<file path="src/hdl/frame_interval_meter_assert.svh">
// ----------------------------------------------------------------------------
// Frame interval meter assertion macros
// Clocked property checks on aclk, disabled or not disabled by aresetn.
// ----------------------------------------------------------------------------
`ifndef FRAME_INTERVAL_METER_ASSERT_SVH
`define FRAME_INTERVAL_METER_ASSERT_SVH

`ifndef SYNTHESIS
// check outside reset
`define FIM_ASSERT(lbl, prop, msg) \
    lbl: assert property (@(posedge aclk) disable iff (!aresetn) prop) else $error(msg);
// check that also holds while reset is applied
`define FIM_ASSERT_RST(lbl, prop, msg) \
    lbl: assert property (@(posedge aclk) prop) else $error(msg);
`else
`define FIM_ASSERT(lbl, prop, msg)
`define FIM_ASSERT_RST(lbl, prop, msg)
`endif

`endif

</file>
<file path="src/hdl/fim_pkg.sv">
`timescale 1ns / 1ps
// ----------------------------------------------------------------------------
// fim_pkg
// Shared field widths, constants and register indexes of the interval meter.
// ----------------------------------------------------------------------------
package fim_pkg;

    localparam int STAMP_W = 48;
    localparam int DELTA_W = 20;
    localparam int WEIGHT_W = 9;
    localparam int Q8_W = 28;
    localparam int RATE_W = 24;
    localparam int TALLY_W = 40;

    localparam int IN_DATA_W = 56;
    localparam int OUT_DATA_W = 160;
    localparam int CFG_DATA_W = 20;

    localparam logic [DELTA_W-1:0] RING_FILL = 20'd16667;
    localparam logic [DELTA_W-1:0] MAX_DELTA_RST = 20'd100000;
    localparam logic [WEIGHT_W-1:0] WEIGHT_RST = 9'd51;
    localparam logic [WEIGHT_W-1:0] WEIGHT_FULL = 9'd256;
    localparam logic [RATE_W-1:0] RATE_MAX = 24'hFFFFFF;

    typedef enum logic [0:0] {
        CFG_MAX_DELTA = 1'b0,
        CFG_SMOOTH_WEIGHT = 1'b1
    } cfg_index_t;

    typedef enum logic [0:0] {
        ACT_START = 1'b0,
        ACT_FRAME = 1'b1
    } action_t;

endpackage

</file>
<file path="src/hdl/fim_ring.sv">
`timescale 1ns / 1ps
// ----------------------------------------------------------------------------
// fim_ring
// Interval ring memory with write pointer and running window sum.
// ----------------------------------------------------------------------------
module fim_ring #(
    parameter int WINDOW = 64
) (
    input  logic                       aclk,
    input  logic                       aresetn,
    input  logic                       restart,
    input  logic                       wr_en,
    input  logic [fim_pkg::DELTA_W-1:0] wr_data,
    output logic [$clog2(WINDOW*64'd1048575+1)-1:0] total
);

    localparam int TOT_W = $clog2(WINDOW * 64'd1048575 + 1);
    localparam int PTR_W = (WINDOW > 1) ? $clog2(WINDOW) : 1;
    localparam longint TOT_FILL = longint'(WINDOW) * 64'd16667;

    logic [fim_pkg::DELTA_W-1:0] mem [WINDOW];
    logic [fim_pkg::DELTA_W-1:0] rdata_reg;
    logic [PTR_W-1:0]            ptr_reg;
    logic                        full_reg;
    logic [TOT_W-1:0]            total_reg;
    logic [fim_pkg::DELTA_W-1:0] old_val;

    // slot at the pointer holds the fill value until the ring has wrapped once
    assign old_val = full_reg ? rdata_reg : fim_pkg::RING_FILL;

    always_ff @(posedge aclk) begin
        rdata_reg <= mem[ptr_reg];
        if (wr_en) begin
            mem[ptr_reg] <= wr_data;
        end
    end

    always_ff @(posedge aclk) begin
        if (!aresetn || restart) begin
            ptr_reg <= '0;
            full_reg <= 1'b0;
            total_reg <= TOT_W'(TOT_FILL);
        end else if (wr_en) begin
            total_reg <= total_reg - TOT_W'(old_val) + TOT_W'(wr_data);
            if (ptr_reg == PTR_W'(WINDOW - 1)) begin
                ptr_reg <= '0;
                full_reg <= 1'b1;
            end else begin
                ptr_reg <= ptr_reg + 1'b1;
            end
        end
    end

    assign total = total_reg;

endmodule

</file>
<file path="src/hdl/fim_div.sv">
`timescale 1ns / 1ps
// ----------------------------------------------------------------------------
// fim_div
// Bit-serial restoring divider: WINDOW*256e6 over the window sum, saturated.
// ----------------------------------------------------------------------------
module fim_div #(
    parameter int WINDOW = 64
) (
    input  logic                       aclk,
    input  logic                       aresetn,
    input  logic                       start,
    input  logic [$clog2(WINDOW*64'd1048575+1)-1:0] divisor,
    output logic                       done,
    output logic [fim_pkg::RATE_W-1:0] rate
);

    localparam int TOT_W = $clog2(WINDOW * 64'd1048575 + 1);
    localparam longint NUM_VAL = longint'(WINDOW) * 64'd256000000;
    localparam int NUM_W = $clog2(NUM_VAL + 1);
    localparam int CNT_W = $clog2(NUM_W + 1);

    logic [TOT_W-1:0] rem_reg;
    logic [NUM_W-1:0] quot_reg;
    logic [CNT_W-1:0] cnt_reg;
    logic             busy_reg;
    logic             done_reg;
    logic [TOT_W:0]   shifted;
    logic [TOT_W:0]   diff;
    logic             ge;

    assign shifted = {rem_reg, quot_reg[NUM_W-1]};
    assign diff = shifted - {1'b0, divisor};
    assign ge = shifted >= {1'b0, divisor};

    // a zero divisor gives an all-ones quotient, which saturates below
    always_ff @(posedge aclk) begin
        if (start) begin
            rem_reg <= '0;
            quot_reg <= NUM_W'(NUM_VAL);
        end else if (busy_reg) begin
            rem_reg <= ge ? diff[TOT_W-1:0] : shifted[TOT_W-1:0];
            quot_reg <= {quot_reg[NUM_W-2:0], ge};
        end
    end

    always_ff @(posedge aclk) begin
        if (!aresetn) begin
            cnt_reg <= '0;
            busy_reg <= 1'b0;
            done_reg <= 1'b0;
        end else begin
            done_reg <= 1'b0;
            if (start) begin
                cnt_reg <= CNT_W'(NUM_W);
                busy_reg <= 1'b1;
            end else if (busy_reg) begin
                cnt_reg <= cnt_reg - 1'b1;
                if (cnt_reg == CNT_W'(1)) begin
                    busy_reg <= 1'b0;
                    done_reg <= 1'b1;
                end
            end
        end
    end

    assign done = done_reg;
    assign rate = (|quot_reg[NUM_W-1:fim_pkg::RATE_W]) ? fim_pkg::RATE_MAX
                                                      : quot_reg[fim_pkg::RATE_W-1:0];

endmodule

</file>
<file path="src/hdl/frame_interval_meter.sv">
`timescale 1ns / 1ps
// ----------------------------------------------------------------------------
// frame_interval_meter
// Frame timing meter: clamped interval, smoothed interval and windowed rate.
// ----------------------------------------------------------------------------
// channel   | dir | handshake            | payload
// s_ (item) | in  | s_tvalid / s_tready  | s_tuser action, s_tdata stamp + pause
// m_ (item) | out | m_tvalid / m_tready  | m_tdata delta..paused_now
// cfg       | in  | cfg_valid / cfg_ready| cfg_index, cfg_data
//
// Frame mark: S_CALC, S_MUL, S_UPD, S_RATE, S_DIV, S_OUT; start item: S_RATE,
// S_DIV, S_OUT; paused mark: S_OUT only. NUM_W is the width of WINDOW*256e6
// (34 at WINDOW = 64), one quotient bit per cycle in the serial divider. One
// item at a time; the next item is taken while the result still waits in the
// output register. No ring clearing pass: a wrap flag marks unwritten slots as 16667.
// Reset is synchronous, active low; cfg_ready is always high.
// ----------------------------------------------------------------------------
`include "frame_interval_meter_assert.svh"

module frame_interval_meter #(
    parameter int WINDOW = 64
) (
    input  logic                            aclk,
    input  logic                            aresetn,
    input  logic                            s_tvalid,
    output logic                            s_tready,
    input  logic [0:0]                      s_tuser,  // [0] action
    input  logic [fim_pkg::IN_DATA_W-1:0]   s_tdata,  // [47:0] timestamp_us, [48] pause
    output logic                            m_tvalid,
    input  logic                            m_tready,
    // [19:0] delta_us, [39:20] smooth_us, [63:40] rate_q8, [103:64] frames,
    // [151:104] elapsed_us, [152] paused_now
    output logic [fim_pkg::OUT_DATA_W-1:0]  m_tdata,
    input  logic                            cfg_valid,
    output logic                            cfg_ready,
    input  logic [0:0]                      cfg_index,
    input  logic [fim_pkg::CFG_DATA_W-1:0]  cfg_data
);

    localparam int TOT_W = $clog2(WINDOW * 64'd1048575 + 1);
    localparam longint TOT_MAX = longint'(WINDOW) * 64'd1048575;
    localparam int PROD_W = fim_pkg::Q8_W + fim_pkg::WEIGHT_W;

    typedef enum logic [6:0] {
        S_IDLE = 7'b0000001,
        S_CALC = 7'b0000010,
        S_MUL  = 7'b0000100,
        S_UPD  = 7'b0001000,
        S_RATE = 7'b0010000,
        S_DIV  = 7'b0100000,
        S_OUT  = 7'b1000000
    } state_t;

    state_t state_reg, state_next;

    logic [fim_pkg::DELTA_W-1:0]  max_delta_reg;
    logic [fim_pkg::WEIGHT_W-1:0] weight_reg;

    logic [fim_pkg::STAMP_W-1:0] start_stamp_reg;
    logic [fim_pkg::STAMP_W-1:0] cur_stamp_reg;
    logic [fim_pkg::STAMP_W-1:0] in_stamp_reg;
    logic                        pause_reg;
    logic [fim_pkg::DELTA_W-1:0] last_delta_reg;
    logic [fim_pkg::Q8_W-1:0]    smooth_q8_reg;
    logic [fim_pkg::TALLY_W-1:0] tally_reg;
    logic [fim_pkg::RATE_W-1:0]  rate_reg;
    logic [PROD_W-1:0]           prod_a_reg;
    logic [PROD_W-1:0]           prod_b_reg;

    logic                           m_tvalid_reg;
    logic [fim_pkg::OUT_DATA_W-1:0] m_tdata_reg;

    logic                        accept;
    logic                        in_pause;
    logic [fim_pkg::STAMP_W-1:0] in_stamp;
    logic [fim_pkg::STAMP_W-1:0] diff;
    logic [fim_pkg::DELTA_W-1:0] delta_clamped;
    logic [fim_pkg::WEIGHT_W-1:0] w_eff;
    logic [fim_pkg::WEIGHT_W-1:0] inv_w;
    logic [PROD_W:0]             smooth_sum;
    logic                        out_load;
    logic                        ring_restart;
    logic                        ring_wr;
    logic [TOT_W-1:0]            ring_total;
    logic                        div_done;
    logic [fim_pkg::RATE_W-1:0]  div_rate;
    logic [fim_pkg::STAMP_W-1:0] elapsed;
    logic [fim_pkg::OUT_DATA_W-1:0] out_word;

    assign s_tready = (state_reg == S_IDLE);
    assign accept = s_tvalid && s_tready;
    assign in_stamp = s_tdata[fim_pkg::STAMP_W-1:0];
    assign in_pause = s_tdata[fim_pkg::STAMP_W];
    assign cfg_ready = 1'b1;

    assign ring_restart = accept && (s_tuser == fim_pkg::ACT_START);
    assign ring_wr = (state_reg == S_UPD);
    assign out_load = (state_reg == S_OUT) && (!m_tvalid_reg || m_tready);

    // wrapping interval, then clamp
    assign diff = in_stamp_reg - cur_stamp_reg;
    assign delta_clamped = (diff > fim_pkg::STAMP_W'(max_delta_reg)) ? max_delta_reg
                                                                    : diff[fim_pkg::DELTA_W-1:0];

    assign w_eff = weight_reg[fim_pkg::WEIGHT_W-1] ? fim_pkg::WEIGHT_FULL : weight_reg;
    assign inv_w = fim_pkg::WEIGHT_FULL - w_eff;
    assign smooth_sum = (PROD_W+1)'(prod_a_reg) + (PROD_W+1)'(prod_b_reg)
                      + (PROD_W+1)'(128);
    assign elapsed = cur_stamp_reg - start_stamp_reg;

    fim_ring #(
        .WINDOW (WINDOW)
    ) u_ring (
        .aclk    (aclk),
        .aresetn (aresetn),
        .restart (ring_restart),
        .wr_en   (ring_wr),
        .wr_data (last_delta_reg),
        .total   (ring_total)
    );

    fim_div #(
        .WINDOW (WINDOW)
    ) u_div (
        .aclk    (aclk),
        .aresetn (aresetn),
        .start   (state_reg == S_RATE),
        .divisor (ring_total),
        .done    (div_done),
        .rate    (div_rate)
    );

    always_comb begin
        state_next = state_reg;
        unique case (state_reg)
            S_IDLE: begin
                if (accept) begin
                    if (s_tuser == fim_pkg::ACT_START) begin
                        state_next = in_pause ? S_OUT : S_RATE;
                    end else begin
                        state_next = in_pause ? S_OUT : S_CALC;
                    end
                end
            end
            S_CALC: state_next = S_MUL;
            S_MUL:  state_next = S_UPD;
            S_UPD:  state_next = S_RATE;
            S_RATE: state_next = S_DIV;
            S_DIV: begin
                if (div_done) begin
                    state_next = S_OUT;
                end
            end
            S_OUT: begin
                if (out_load) begin
                    state_next = S_IDLE;
                end
            end
            default: state_next = S_IDLE;
        endcase
    end

    always_ff @(posedge aclk) begin
        if (!aresetn) begin
            state_reg <= S_IDLE;
            max_delta_reg <= fim_pkg::MAX_DELTA_RST;
            weight_reg <= fim_pkg::WEIGHT_RST;
            start_stamp_reg <= '0;
            cur_stamp_reg <= '0;
            last_delta_reg <= '0;
            smooth_q8_reg <= '0;
            tally_reg <= '0;
            m_tvalid_reg <= 1'b0;
        end else begin
            state_reg <= state_next;
            if (cfg_valid && cfg_ready) begin
                case (cfg_index)
                    fim_pkg::CFG_MAX_DELTA:     max_delta_reg <= cfg_data;
                    fim_pkg::CFG_SMOOTH_WEIGHT: weight_reg <= cfg_data[fim_pkg::WEIGHT_W-1:0];
                    default: ;
                endcase
            end
            if (accept) begin
                if (s_tuser == fim_pkg::ACT_START) begin
                    start_stamp_reg <= in_stamp;
                    cur_stamp_reg <= in_stamp;
                end else if (in_pause) begin
                    last_delta_reg <= '0;
                end
            end
            if (state_reg == S_CALC) begin
                cur_stamp_reg <= in_stamp_reg;
                last_delta_reg <= delta_clamped;
            end
            if (state_reg == S_UPD) begin
                smooth_q8_reg <= smooth_sum[fim_pkg::Q8_W+7:8];
                tally_reg <= tally_reg + 1'b1;
            end
            if (out_load) begin
                m_tvalid_reg <= 1'b1;
            end else if (m_tready) begin
                m_tvalid_reg <= 1'b0;
            end
        end
    end

    // result word; interval fields read zero while paused
    always_comb begin
        out_word = '0;
        if (!pause_reg) begin
            out_word[19:0] = last_delta_reg;
            out_word[39:20] = smooth_q8_reg[fim_pkg::Q8_W-1:8];
            out_word[63:40] = rate_reg;
        end
        out_word[103:64] = tally_reg;
        out_word[151:104] = elapsed;
        out_word[152] = pause_reg;
    end

    // payload registers
    always_ff @(posedge aclk) begin
        if (accept) begin
            in_stamp_reg <= in_stamp;
            pause_reg <= in_pause;
        end
        if (state_reg == S_MUL) begin
            prod_a_reg <= smooth_q8_reg * inv_w;
            prod_b_reg <= {last_delta_reg, 8'd0} * w_eff;
        end
        if (div_done) begin
            rate_reg <= div_rate;
        end
        if (out_load) begin
            m_tdata_reg <= out_word;
        end
    end

    assign m_tvalid = m_tvalid_reg;
    assign m_tdata = m_tdata_reg;

    `FIM_ASSERT(a_one_item_at_a_time, s_tvalid && s_tready |=> !s_tready, "item taken while busy")
    `FIM_ASSERT(a_div_done_in_div, div_done |-> state_reg == S_DIV, "divider done out of sequence")
    `FIM_ASSERT(a_total_bound, ring_total <= TOT_W'(TOT_MAX), "window sum beyond ring capacity")
    `FIM_ASSERT(a_paused_zero, m_tvalid && m_tdata[152] |-> m_tdata[63:0] == 64'd0, "paused result not zeroed")
    `FIM_ASSERT_RST(a_reset_idle, !aresetn |=> !m_tvalid && s_tready, "reset left work pending")

endmodule
</file>
<file path="config.mk">
export PLATFORM = sky130hd
export DESIGN_NAME = frame_interval_meter
export DESIGN_NICKNAME = d
export VERILOG_FILES = /design/src/hdl/fim_pkg.sv /design/src/hdl/fim_ring.sv /design/src/hdl/fim_div.sv /design/src/hdl/frame_interval_meter.sv
export VERILOG_INCLUDE_DIRS = /design/src /design/src/hdl
export SDC_FILE = /design/constraint.sdc
export NUM_CORES = 2
export LEC_CHECK = 0
export BUFFER_PORTS_ARGS = -buffer_cell sky130_fd_sc_hd__buf_2
export CORE_MARGIN = 2
export CORE_UTILIZATION = 55
export CTS_CLUSTER_DIAMETER = 80
export DETAILED_ROUTE_END_ITERATION = 6
export GPL_TIMING_DRIVEN = 0
export PLACE_DENSITY = 0.8
export SLEW_MARGIN = 20
export SYNTH_ARGS = -nofsm -noshare
export SYNTH_HDL_FRONTEND = slang
export SYNTH_SLANG_ARGS = --single-unit
</file>
<file path="constraint.sdc">
create_clock -name aclk -period 10.1 [get_ports aclk]
set_input_delay 1.01 -clock aclk [delete_from_list [all_inputs] [get_ports aclk]]
set_output_delay 1.01 -clock aclk [all_outputs]
set_load 0.005 [all_outputs]
</file>
After elaboration in Yosys (flattened, before gate mapping)
Memories as Yosys holds them, arrays and structs flattened. A register that Yosys moved wholly into a read port is not among the register bits.
Cells that the tools add are included.
- bits in read-only memories: 0
- bits in registers: 612
- input port bits: 83
- memories kept: 1
- memory bits (writable): 1280
- bits in latches: 0
- multiply operators: 2
- eq/ne operators: 13
- divide/modulo/power cells: 0
- shift operators: 0
- bitwise operators: 4
- $add $sub $neg: 11
- $lt $le $gt $ge: 2
- multiplexer cells: 29
- reduce and logical (&&, ||, !) cells: 22
- memories (memory ; depth ; width ; rd ports ; clocked after memory_dff ; write ports ; RTL line ; source):
    u_ring.mem ; 64 ; 20 ; 1 ; 1 ; 1 ; fim_ring.sv:21 ; logic [fim_pkg::DELTA_W-1:0] mem [WINDOW];
- operator list (kind ; count):
    $mux W48 ; 3
    $mux W20 ; 6
    $sub A48 B48 Y48 ; 2
    $pmux W7 S7 ; 1
    $gt A48 B20 Y1 ; 1
    $mux W7 ; 6
    $add A40 B1 Y40 const B ; 1
    $add A36 B36 Y36 ; 1
    $add A36 B8 Y36 const B ; 1
    $mul A28 B9 Y36 ; 1
    $mul A20 B9 Y28 ; 1
    $ge A27 B26 Y1 ; 1
    $add A26 B20 Y26 ; 1
    $mux W26 ; 1
    $sub A26 B20 Y26 ; 1
    $sub A26 B26 Y26 ; 1
    $mux W6 ; 3
    $reduce_and A2 Y1 ; 5
    $reduce_bool A2 Y1 ; 5
    $reduce_or A10 Y1 ; 1
    $mux W9 ; 1
    $sub A9 B9 Y9 const A ; 1
    $mux W1 ; 8
    $eq A7 B1 Y1 const B ; 1
    19 further kinds ; 29

Longest topological paths before layout
- depth in word-level cells: 5
- mapped depth: 30
- gate-level depth less buffers: 27

Modules after synthesis
A second synthesis with hierarchy kept.
- cell total of the unflattened synthesis: 7588
- area total of the unflattened synthesis: 95460.3 µm²
- modules (own cells, without submodules) (module ; times used ; cells each ; seq. area each (µm²) ; area each (µm²)):
    fim_ring ; 1 ; 3030 ; 39497.9 ; 53334.9
    frame_interval_meter ; 1 ; 4046 ; 12922.4 ; 37855.1
    fim_div ; 1 ; 512 ; 1361.3 ; 4270.3

Least setup slack after synthesis
Ideal clock, no wire load.
- path type: input port to flip-flop
- start: in m_tready
- end: reg m_tdata_reg, in the netlist m_tdata[0], enable pin
- stages: 2
- required time: 9.415 ns
- setup slack: 1.540 ns
- library setup time: 0.685 ns
- arrival: 7.875 ns
- cells stage by stage: nand2b_1 nor2b_1
- word-level cells in the longest chain between the ends: 2
- ends and longest elaborated chain (what ; RTL line ; source):
    from (decl) ; frame_interval_meter.sv:30 ; input logic m_tready,
    $logic_or A1 B1 Y1 ; frame_interval_meter.sv:98 ; assign out_load = (state_reg == S_OUT) && (!m_tvalid_reg || m_tready);
    $logic_and A1 B1 Y1 ; frame_interval_meter.sv:98 ;
    net out_load ; frame_interval_meter.sv:81 ; logic out_load;
    to (signal assigned) ; frame_interval_meter.sv:234 ; m_tdata_reg <= out_word;
    to (decl) ; frame_interval_meter.sv:71 ; logic [fim_pkg::OUT_DATA_W-1:0] m_tdata_reg;
The timed path passes the listed nets, and every way through them passes these cells.
A chain may end at the register's enable or synchronous reset.

Worst setup path in the final report
- start: reg weight_reg[8] (netlist bit)
- end: reg prod_a_reg[27], data pin
- word-level cells in the longest chain between the ends: 3
- ends and longest elaborated chain (what ; RTL line ; source):
    from (decl) ; frame_interval_meter.sv:57 ; logic [fim_pkg::WEIGHT_W-1:0] weight_reg;
    from (signal assigned) ; frame_interval_meter.sv:167 ; weight_reg <= fim_pkg::WEIGHT_RST;
    from (signal assigned) ; frame_interval_meter.sv:179 ; fim_pkg::CFG_SMOOTH_WEIGHT: weight_reg <= cfg_data[fim_pkg::WEIGHT_W-1:0];
    $mux W9 ; frame_interval_meter.sv:105 ; assign w_eff = weight_reg[fim_pkg::WEIGHT_W-1] ? fim_pkg::WEIGHT_FULL : weight_reg;
    $sub A9 B9 Y9 ; frame_interval_meter.sv:106 ; assign inv_w = fim_pkg::WEIGHT_FULL - w_eff;
    $mul A28 B9 Y36 ; frame_interval_meter.sv:227 ; prod_a_reg <= smooth_q8_reg * inv_w;
    to (signal assigned) ; frame_interval_meter.sv:227 ;
    to (decl) ; frame_interval_meter.sv:67 ; logic [PROD_W-1:0] prod_a_reg;
No other way between the ends.

==> reports/qor.txt <==
status: complete, no violations
RSZ-0062 raised after global routing: no
Worst Skew: 0.0493 ns
vias in the first global route: 64,700
htree depth: 4
worst slack, placed: 0.616 ns
synthesis-to-finish area growth: 13.7%
crit-path max cell delay: 0.70 ns
GR Overflow Total: 0
Setup crit end kind: flop
post-synthesis async set-or-reset flop share: 0
DRT Pass-1 Iters: 7
Internal: 13,400 µW
critical path's top delay family: compound AO/OA/AOI/OAI gates
routed vias: 67,700
total global-route track usage: 0.365
Switching Share: 0.260
post-synth cell types: 90
Yosys reg bits: 1,905
worst path bufs/invs: 7
Avg Synthesized Cell Area: 12.3 µm²
antenna-violating nets left: 0
DP HPWL: 215,000 µm
CTS tree: done
Crit-path slowest cell: clkbuf_1
I/O pin cnt: 246
Max FO, Critical Path: 10
Port Buffers: 229
clock slew at reported path FFs: 0.06 ns
HP Class: in -> reg
Synth warnings: 0
Pwr per Cell Area: 174 mW/mm²
Max-Cap Viols: 0
fin crit period: 9.45 ns
clock buffer depth: 3
f_max: 106 MHz
CORE AREA: 0.165 mm²
Fin Hold WS: 0.339 ns
Setup violations, final: 0
cells resized by post-CTS repair: 0
NetSw: 4700 µW
max reg flops: 1,280
Worst-Skew Late Latency: 0.87 ns
cell accounting for the most synthesized area: edfxtp_1
Std-Cell Rows: 149
Rel. slew slack: 0.0183
fin nets: 8,607
CTS Buf Count: 182
Worst IR Drop VDD: 0.000206 V
largest net degree at the start of global routing: 67
Initial Util: 0.553
cts hold-fix bufs: 0
Comb power frac: 0.126
WL/cell: 30.5 µm
PnR Total Power: 18,100 µW
Final Max Slew Viols: 0
first-pass GRT wire length: 443,000 µm
P_leak: 0.0374 µW
GPL Wtd Cong: 1.05
Synth top area share: 0.515
final core occ: 0.629
Final WS setup: 0.654 ns
height of the die: 411 µm
Hold Vio Cnt, Final: 0
worst path required time: 10.66 ns
CTS Sinks: 1,905
Iteration-0 DRC Markers: 10,800
register area: 0.0539 mm²
Setup Fix Bufs, Post-CTS: 0
via density per instance: 6.60
cells after synthesis: 7,400
Reg power frac: 0.483
WS Path Type: reg -> reg
layout cells sized above 1: 0.105
Top FF cell, synth: edfxtp_1
die width: 411 µm
final wirelength: 313,000 µm
Worst Max-Slew Pin Slew: 1.47 ns
multi-input combinational cell area: 0.0343 mm²
period utilization: 0.935
largest cells by area after synthesis: edfxtp_1 (51%), dfxtp_1 (7.5%), fa_1 (7.3%), ha_1 (4.1%), a22oi_1 (3.7%)
die area: 0.169 mm²
Arrival @ worst endpoint: 10.01 ns
Filler cells: 12,100
Critical Path Start Type: flop
drc violations: 0
clock share of power: 0.391
area of the mapped netlist: 0.0912 mm²
initial antenna violation count: 20
root buf cell: clkbuf_16
sequential share of the synthesized area: 0.590
Post-synth EDFFs: 1,563
## layer usage
| layer | track usage | wire, µm |
|---|---|---|
| met5 | 0 | 89 |
| met4 | 0.238 | 25000 |
| met3 | 0.135 | 46100 |
| met2 | 0.542 | 135000 |
| met1 | 0.450 | 107000 |
## cells by family after synthesis
logic type                 Yosys count  share of synthesized area
other                                2                  0.0000823
xor gates and xnor gates           226                     0.0217
buffers and inverters              979                     0.0408
DFF                               1905                      0.590
and+or+nand+nor                   1910                      0.100
muxes                               46                    0.00506
adders and majority gates          627                      0.113
AOI/OAI and AO/OA                 1705                      0.129
## through the flow
step	instance area, µm²	TNS [ns]	instances
2_1_floorplan	91200	0	7406
3_3_place_gp	95100	-174.81	9824
3_5_place_dp	97500	0	9901
4_1_cts	104000	0	10200
5_1_grt	104000	0	10200
6_report	104000	0	10300
## worst paths after layout
| path | startpoint | endpoint | slack [ns] | depth (start not counted) |
|---|---|---|---|---|
| worst max-delay path | weight_reg[8]$_SDFFE_PN0P_ | prod_a_reg[27]$_DFFE_PP_ | 0.65 | 28 |
| worst min-delay path | s_tdata[13] | in_stamp_reg[13]$_DFFE_PP_ | 0.34 | 1 |
| worst max register to register | weight_reg[8]$_SDFFE_PN0P_ | prod_a_reg[27]$_DFFE_PP_ | 0.65 | 28 |
| worst min register to register | u_ring.total[13]$_SDFFE_PP0P_ | u_ring.total[13]$_SDFFE_PP0P_ | 0.45 | 2 |
## power groups by stage
| stage | Clock, µW | Sequential, µW | Combinational (µW) |
|---|---|---|---|
| 2_1_floorplan | 0 | 8870 | 1610 |
| 3_3_place_gp | 0 | 8920 | 2130 |
| 3_5_place_dp | 0 | 8900 | 2210 |
| 4_1_cts | 7020 | 8730 | 2240 |
| 5_1_grt | 7340 | 8750 | 2500 |
| 6_report | 7070 | 8730 | 2290 |
## cell usage after synthesis (51+ instances only)
master,count
a22oi_1,448
o21ai_0,133
a31oi_1,148
xnor2_1,142
edfxtp_1,1563
a221oi_1,104
nor2_1,330
a22o_1,105
a21o_1,90
xor2_1,84
nand4_1,119
dfxtp_1,342
and2_1,245
nand2_1,756
nor3_1,59
clkbuf_1,350
nand3_1,95
inv_1,583
ha_1,296
fa_1,331
a21oi_1,393
o21a_1,51
nor2b_1,94
## area by class of cell
class	instances	share of cell area
inverters	584	0.0211
plain buffers	395	0.0158
repair buffers	307	0.0270
clock inverters	116	0.0117
clock buffers	225	0.0476
flip-flops and latches	1905	0.519
multi-input cells	4522	0.331
well taps	2189	0.0264
diodes	17	0.000410
## layout by cell type (no fill, tap or decap), types with 140 or more instances in the layout
cell type  instances
clkbuf_1         307
and2_1           245
nand2_1          756
inv_1            583
xnor2_1          140
a31oi_1          148
clkbuf_16        189
a22oi_1          448
ha_1             296
edfxtp_1        1563
a21oi_1          393
dfxtp_1          322
nor2_1           266
buf_2            250
fa_1             331
Power figures use the tool's default switching activity.
